--- src/sv/rtoc_pkg.sv ---
// ----------------------------------------------------------------------------
// rtoc_pkg - shared types and constants of the RGB565 text overlay compositor
// Command and register codes, configuration and cell position structs, and
// the fixed screen, grid and font geometry.
// ----------------------------------------------------------------------------
package rtoc_pkg;

	// Screen and grid geometry
	localparam int SCREEN_WIDTH   = 480;
	localparam int SCREEN_HEIGHT  = 272;
	localparam int MAX_GRID_CELLS = 32;

	// Font store: 128 glyphs of 8 words, two glyph lines per word
	localparam int FONT_DEPTH = 1024;
	localparam int FONT_AW    = 10;

	// Field widths
	localparam int CODE_W      = 7;
	localparam int CFG_DATA_W  = 12;
	localparam int CFG_INDEX_W = 3;
	localparam int COORD_W     = 9;
	localparam int INDEX_W     = 10;
	localparam int DATA_W      = 16;
	localparam int ARGB_W      = 32;

	localparam logic [12:0] SCREEN_W_LIM = 13'(SCREEN_WIDTH);
	localparam logic [12:0] SCREEN_H_LIM = 13'(SCREEN_HEIGHT);
	localparam logic [5:0]  GRID_MAX     = 6'(MAX_GRID_CELLS);

	localparam logic [7:0]        ALPHA_OPAQUE = 8'hFF;
	localparam logic [ARGB_W-1:0] ARGB_WHITE   = 32'hFFFF_FFFF;

	typedef enum logic [1:0] {
		CMD_PIXEL    = 2'd0,
		CMD_TEXT_WR  = 2'd1,
		CMD_FONT_WR  = 2'd2
	} cmd_t;

	typedef enum logic [CFG_INDEX_W-1:0] {
		REG_OVERLAY_ENABLE = 3'd0,
		REG_ORIGIN_X       = 3'd1,
		REG_ORIGIN_Y       = 3'd2,
		REG_GRID_COLUMNS   = 3'd3,
		REG_GRID_ROWS      = 3'd4
	} cfg_reg_t;

	typedef struct packed {
		logic               overlay_enable;
		logic signed [11:0] origin_x;
		logic signed [11:0] origin_y;
		logic [5:0]         grid_columns;
		logic [5:0]         grid_rows;
	} cfg_t;

	// Where a pixel lands in the character grid
	typedef struct packed {
		logic         hit;
		logic [9:0]   tidx;
		logic [2:0]   gx;
		logic [3:0]   gy;
	} cell_pos_t;

endpackage

--- src/sv/rtoc_cell_map.sv ---
// ----------------------------------------------------------------------------
// rtoc_cell_map - reverse map of a screen pixel onto the character grid
// Gives the overlay hit flag, the text store index and the glyph position.
// ----------------------------------------------------------------------------
module rtoc_cell_map (
	input  logic [rtoc_pkg::COORD_W-1:0] pixel_x,
	input  logic [rtoc_pkg::COORD_W-1:0] pixel_y,
	input  rtoc_pkg::cfg_t               cfg,
	output rtoc_pkg::cell_pos_t          pos
);

	logic [5:0]         cols;
	logic [5:0]         rows;
	logic signed [12:0] dx;
	logic signed [12:0] dy;
	logic [8:0]         col_span;
	logic [9:0]         row_span;
	logic               in_x;
	logic               in_y;
	logic               on_screen;
	logic [10:0]        row_base;
	logic [10:0]        tidx_full;

	// Saturate the grid size
	assign cols = (cfg.grid_columns > rtoc_pkg::GRID_MAX) ? rtoc_pkg::GRID_MAX : cfg.grid_columns;
	assign rows = (cfg.grid_rows > rtoc_pkg::GRID_MAX) ? rtoc_pkg::GRID_MAX : cfg.grid_rows;

	assign dx = $signed({4'b0, pixel_x}) - $signed({cfg.origin_x[11], cfg.origin_x});
	assign dy = $signed({4'b0, pixel_y}) - $signed({cfg.origin_y[11], cfg.origin_y});

	assign col_span = {cols, 3'b000};
	assign row_span = {rows, 4'b0000};

	assign in_x = !dx[12] && (dx[11:0] < {3'b000, col_span});
	assign in_y = !dy[12] && (dy[11:0] < {2'b00, row_span});

	assign on_screen = ({4'b0, pixel_x} < rtoc_pkg::SCREEN_W_LIM)
		&& ({4'b0, pixel_y} < rtoc_pkg::SCREEN_H_LIM);

	assign row_base  = {6'b0, dy[8:4]} * {5'b0, cols};
	assign tidx_full = row_base + {6'b0, dx[7:3]};

	always_comb begin
		pos.hit  = cfg.overlay_enable && on_screen && in_x && in_y;
		pos.tidx = tidx_full[9:0];
		pos.gx   = dx[2:0];
		pos.gy   = dy[3:0];
	end

endmodule

--- config.mk ---
export PLATFORM = sky130hd
export DESIGN_NAME = rtoc_cell_map
export DESIGN_NICKNAME = d
export VERILOG_FILES = /design/src/sv/rtoc_pkg.sv /design/src/sv/rtoc_cell_map.sv
export SDC_FILE = /design/constraint.sdc
export NUM_CORES = 1
export LEC_CHECK = 0
export BUFFER_PORTS_ARGS = -buffer_cell sky130_fd_sc_hd__clkbuf_2
export CAP_MARGIN = 25
export CORE_MARGIN = 2
export CORE_UTILIZATION = 40
export DETAILED_ROUTE_END_ITERATION = 8
export PLACE_DENSITY = 0.68
export SYNTH_ARGS = -nofsm -noshare
export SYNTH_HDL_FRONTEND = slang
export SYNTH_SLANG_ARGS = --single-unit
--- constraint.sdc ---
create_clock -name vclk -period 9.3
set_input_delay 2.325 -clock vclk [all_inputs]
set_output_delay 2.325 -clock vclk [all_outputs]
set_load 0.01 [all_outputs]
==> metrics.md, run 1 <==
| Metric | Value |
|---|---|
| Port bufs | `73` |
| Synth top area share | `27.0%` |
| Hold_sp | `cfg[12]` |
| First-pass GRT wire length | `between 8000 and 9000 um` |
| Die width | `77.8 um` |
| Slew Limit Fails | `0` |
| Top delay family on crit path | `adder cells` |
| Most frequent cell after synthesis | `inv_1` |
| Final period utilization | `between 90% and 100%` |
| Non-Filler Cell Area, Final | `roughly 2800 um^2` |
| Busiest layer in global routing | `met2` |
| Rel. slew slack | `a little under three quarters` |
| Yosys warning count | `0` |
| Top cell type by total area after synthesis | `ha_1` |
| Largest net degree at the start of global routing | `12` |
| Syn Nets | `just over 400` |
| Placed cells | `around 440` |
| Antenna violations before repair | `0` |
| Worst VDD drop | `between 0.00009 and 0.0001 V` |
| Synth unique cells | `41` |
| Max Freq | `around 110 MHz` |
| Worst setup SP type | `primary input` |
| Slowest cell on the critical path | `fa_1` |
| # rows | `26` |
| Worst Hold Depth | `4` |
| Max Fanout on Critical Path | `4` |
| Critical Path Max Stage Delay | `between 0.5 and 0.6 ns` |
| Sequential area share after synthesis | `0%` |
| Placed Area | `2710 um^2` |
| DRT iter0 DRCs | `between 80 and 90` |
| Via density per instance | `between 5 and 6` |
| Vias in the first global route | `around 2,100` |
| Worst Path Buf+Inv | `6` |
| Final worst setup slack | `about 0.25 ns` |
| Antenna cells | `0` |
| Boundary Pins | `between 70 and 80` |
| Status | `complete, no violations` |
| Vias after detailed routing | `~2,200` |
| Worst path arrival time | `about 6.7 ns` |
| Final Critical Period | `between 9 and 10 ns` |
| Required @ worst endpoint | `approximately 7 ns` |
| GRT met2 Usage | `between 30% and 40%` |
| Area Overhead vs Synth | `28.1%` |
| Routed wire length | `about 5200 um` |
| Wirelength per Cell | `around 12 um` |
| M1 GR Usage | `about 23%` |
| Die height | `between 70 and 80 um` |
| Total power | `between 0.3 and 0.4 mW` |
| Largest cells by area after synthesis | `ha_1 (27%), fa_1 (17%), inv_1 (9.6%)` |
| Pwr dens | `around 130 nW/um^2` |
| HPWL Detailed | `roughly 4700 um` |
| Syn Inst Count | `approximately 290` |
| GPL Wtd Cong | `just under 0.9` |
| CORE AREA | `5170 um^2` |
| Pre-antenna DRT Iters | `5` |
| Setup Viol. Count Final | `0` |
| Critical path class | `in2out` |
| Min-delay worst type | `in2out` |
| P_leak | `about 1.6 nW` |
| Seq_cells | `0` |
| Hold_buf cts | `0` |
| Storage cell area | `0 um^2` |
| Drc violations | `0` |
| Starting Density | `a little over two fifths` |
| Crit end category | `output port` |
| Max-cap violations | `0` |
| Antenna-violating nets left | `0` |
| Final Hold Violating Endpoints | `0` |
| Met3 Use GR | `~1.0%` |
| Total GRT Usage | `between 10% and 20%` |
| Top cells by count, synth | `inv_1 (56), ha_1 (47), nor2_1 (27)` |
| Syn avg cell area | `7.49 um^2` |
| Remaining global-route overflow | `0` |
| Post-Syn Area | `2180 um^2` |
| CLK BUF | `0` |
| Setup_tns | `0 ns` |
| Die area | `6060 um^2` |
| Pre-CTS setup slack | `between 0.015 and 0.02 ns` |
| Filler Cell Count | `around 520` |
| Worst-margin pin slew | `roughly 0.43 ns` |
| Fin cells | `roughly 440` |
| Layout cells sized above 1 | `between 20% and 30%` |
| CP Cell Sequence | `clkbuf_2, inv_1, ha_1, fa_2, nor2b_4, o31ai_4, nor2b_2, xor2_2, inv_1, nand3_1, fa_1, fa_1, fa_1, inv_1, ha_1, buf_4, a21o_1, a21oi_2, o21bai_1, a21oi_2, xnor2_1, clkbuf_2` |
| Final net count | `just under 500` |
| Hold endpoint | `pos[0]` |
## tightest hold or removal path, cell delays in order
cell      delay, ns
clkbuf_2       0.08
ha_1           0.11
inv_1          0.03
clkbuf_2       0.11
## timing repair
| action | in CTS | in global routing |
|---|---|---|
| setup buffers | 0 | 1 |
| endpoints found under the setup margin | 0 | 3 |
| resized for setup | 0 | 16 |
## cells in the final DEF (no fill, tap or decap), types with 5 or more instances in the layout
master	instances
buf_4	11
clkbuf_2	73
o21ai_0	9
fa_1	16
nand2_1	23
nor2_1	27
a21oi_1	16
nand3_1	8
inv_1	56
nor2b_1	5
xnor2_1	15
ha_1	47
xor2_1	7
a21o_1	7
## cells by family after synthesis
logic type	count (synthesis)	synth area share, %
buffers and inverters	57	9.81
muxes	1	0.459
xor gates and xnor gates	25	10.0
adders and majority gates	65	43.5
and+or+nand+nor	86	18.8
AOI/OAI and AO/OA	57	17.4
## how the worst max path moves through the flow
stage	start	end	depth (start not counted)
after floorplan	pixel_y[0]	pos[16]	19
after detailed placement	pixel_y[0]	pos[16]	21
final	pixel_y[0]	pos[15]	22
after CTS	pixel_y[0]	pos[16]	21
after global placement	pixel_y[0]	pos[16]	21
after global routing	pixel_y[0]	pos[15]	22
## per-layer routing
metal	share of wire [%]	wire (um)	up-vias
li1	-	-	1144
met1	45	2350	1020
met2	50	2590	73
met3	5.3	278	0
met4	0	0	0
met5	0	0	-
## area by class of cell
class,count,area (um^2),area share (%)
well taps,70,87.6,3.13
multi-input cells,234,2050,73.3
inverters,56,210,7.52
repair buffers,84,448,16.0
## report_power, final
group / total (mW) / internal [mW] / switching [mW]
Combinational: 0.365 / 0.170 / 0.196
Sequential: 0 / 0 / 0
Clock: 0 / 0 / 0
## through the flow
stage | hold WS, ns | util, %
floorplan | 4.80 | -
global placement | 4.98 | 52.3
detailed placement | 4.98 | 52.3
CTS | 4.99 | 52.3
global route | 5.00 | 54.0
finish | 4.98 | 54.0
Power figures use the tool's default switching activity.
==> run 2: changes to the inputs <==
Settings changed: CORE_ASPECT_RATIO set to 1.2, CORE_UTILIZATION 40 to 30, PLACE_DENSITY 0.68 to 0.54, TNS_END_PERCENT set to 5.
==> run 2 against run 1 <==
Effect of this change: worst hold slack got worse by 0.00056 ns; critical path type unchanged; non-clock buffer count rose by 9; global-route usage fell by 3.1 points; fmax fell by 0.17%; die area rose by 32%; power rose by 11%; worst setup slack got worse by 0.016 ns.
==> metrics.md, run 2 (synthesis gave the netlist of run 1 again) <==
| Metric | Value |
|---|---|
| Psw | `0.210 mW (+7.3%)` |
| Final Hold Violating Endpoints | `0 (unchanged)` |
| Commonest non-fill, non-tap cell in the layout | `clkbuf_2` |
| Largest net degree at the start of global routing | `12 (unchanged)` |
| GPL Wtd Cong | `0.874 (+1.0%)` |
| Placed Area | `2780 um^2 (+2.6%)` |
| Internal power | `0.195 mW (+15%)` |
| # rows | `34 (+31%)` |
| Busiest layer in global routing | `met2` |
| Hold_ws | `4.98 ns (-0.000560 ns)` |
| HPWL Detailed | `4960 um (+6.4%)` |
| Total GRT Usage | `14.0% (-3.1 points)` |
| Post-layout util | `41.5% (-12 points)` |
| Antenna cells | `0 (unchanged)` |
| Setup Viol. Count Final | `0 (unchanged)` |
| Routed wire length | `5610 um (+7.5%)` |
| Met3 Use GR | `0.465% (-0.58 points)` |
| Storage cell area | `0 um^2 (unchanged)` |
| Most frequent cells in the layout | `clkbuf_2 (72), inv_1 (55), ha_1 (44)` |
| Worst VDD drop | `0.0000525 V (-43%)` |
| Via density per instance | `4.79 (-5.0%)` |
| Starting Density | `30.5% (-12 points)` |
| Drc violations | `0 (unchanged)` |
| Final net count | `505 (+1.8%)` |
| Min-delay worst type | `in2out` |
| Switch share | `51.8% (-1.7 points)` |
| Remaining global-route overflow | `0 (unchanged)` |
| Clock Power Share | `0% (unchanged)` |
| Worst setup SP type | `primary input` |
| Final worst setup slack | `0.235 ns (-0.0157 ns)` |
| Die area | `7970 um^2 (+32%)` |
| P_leak | `1.64 nW (+4.1%)` |
| Area Overhead vs Synth | `36.1%` |
| CLK BUF | `0 (unchanged)` |
| CP Capture Point | `pos[16]` |
| Fin cells | `473 (+6.5%)` |
| Power share of the sequential group | `0% (unchanged)` |
| Placed cells | `469 (+5.9%)` |
| Setup_tns | `0 ns (unchanged)` |
| Pre-antenna DRT Iters | `4 (-1)` |
| Wirelength per Cell | `11.9 um (+0.93%)` |
| Boundary Pins | `73 (unchanged)` |
| Max Freq | `110 MHz (-0.17%)` |
| Total power | `0.405 mW (+11%)` |
| Die width | `81.8 um (+5.1%)` |
| CORE AREA | `7150 um^2 (+38%)` |
| GRT met2 Usage | `27.8% (-3.8 points)` |
| Port bufs | `73 (unchanged)` |
| Multi-input logic area | `2130 um^2 (+4.0%)` |
| Worst-margin pin slew | `0.389 ns (-0.0412 ns)` |
| Final period utilization | `97.5% (+0.17 points)` |
| Die height | `97.4 um (+25%)` |
| Rel. slew slack | `73.4% (+2.5 points)` |
| Max-cap violations | `0 (unchanged)` |
| Layout cells sized above 1 | `32.6% (+5.4 points)` |
| Required @ worst endpoint | `6.98 ns (about the same)` |
| Filler Cell Count | `760 (+47%)` |
| First-pass GRT wire length | `9320 um (+6.7%)` |
| Critical path class | `in2out` |
| Vias in the first global route | `2,274 (+11%)` |
| Max Fanout on Critical Path | `3 (-1)` |
| Non-Filler Cell Area, Final | `2970 um^2 (+6.2%)` |
| Worst path arrival time | `6.74 ns (+0.02 ns)` |
| M1 GR Usage | `16.5% (-6.6 points)` |
| DRT iter0 DRCs | `43 (-49%)` |
| Slew Limit Fails | `0 (unchanged)` |
| Status | `complete, no violations` |
| Pwr dens | `137 nW/um^2 (+4.4%)` |
| Vias after detailed routing | `2,264 (+1.2%)` |
| Final Critical Period | `9.07 ns (+0.0157 ns)` |
| Antenna violations before repair | `0 (unchanged)` |
| Pre-CTS setup slack | `0.0131 ns (-0.00425 ns)` |
| Worst Setup SP | `pixel_y[0]` |
| Combinational Power Share | `100.0% (about the same)` |
| Crit end category | `output port` |
| Seq_cells | `0 (unchanged)` |
| Antenna-violating nets left | `0 (unchanged)` |
run 2: changes by cell type in the layout (fill, tap and decap cells not counted), sizes merged:
cell	before	now
buf	11	21
clkbuf	73	72
run 2: final cells by class:
cell class                 instances  share of cell area (%)
inverter                          56                    7.08
multi-input combinational        234                    71.8
tap                               90                    3.79
timing repair buffer              93                    17.4
run 2: power groups by stage:
stage	Combinational (mW)	Clock [mW]	Sequential (mW)
after floorplan	0.237	0	0
after global placement	0.365	0	0
after detailed placement	0.368	0	0
after CTS	0.370	0	0
after global routing	0.466	0	0
final	0.405	0	0
run 2: per-layer routing:
layer  wire [um]  vias to the layer above
li1            -                     1160
met1        2340                     1052
met2        2980                       48
met3         205                        4
met4          74                        0
met5           0                        -
run 2: worst max-delay path: stages:
cell      delay, ns
clkbuf_2       0.07
inv_1          0.03
ha_1           0.22
fa_2           0.40
nor2b_4        0.16
o31ai_4        0.09
a21oi_2        0.20
xnor2_2        0.17
buf_4          0.15
buf_4          0.10
nor2_2         0.04
fa_1           0.51
fa_1           0.52
fa_1           0.49
ha_1           0.37
o21ai_2        0.08
nor2_2         0.07
o41ai_2        0.31
xnor2_1        0.18
xnor2_1        0.13
buf_2          0.14
run 2: how the worst min path moves through the flow:
stage | endpoint | slack [ns] | cells after the start | startpoint
3_5_place_dp | pos[0] | 4.99 | 4 | cfg[12]
6_report | pos[0] | 4.98 | 4 | cfg[12]
5_1_grt | pos[4] | 5.01 | 4 | cfg[24]
3_3_place_gp | pos[4] | 4.98 | 4 | cfg[24]
4_1_cts | pos[0] | 4.99 | 4 | cfg[12]
2_1_floorplan | pos[0] | 4.80 | 2 | cfg[12]
run 2: repair_timing:
| action | in CTS | in global routing |
|---|---|---|
| resized for setup | 0 | 33 |
| hold buffers | 0 | 0 |
| setup buffers | 0 | 4 |
| setup endpoints to repair | 0 | 3 |
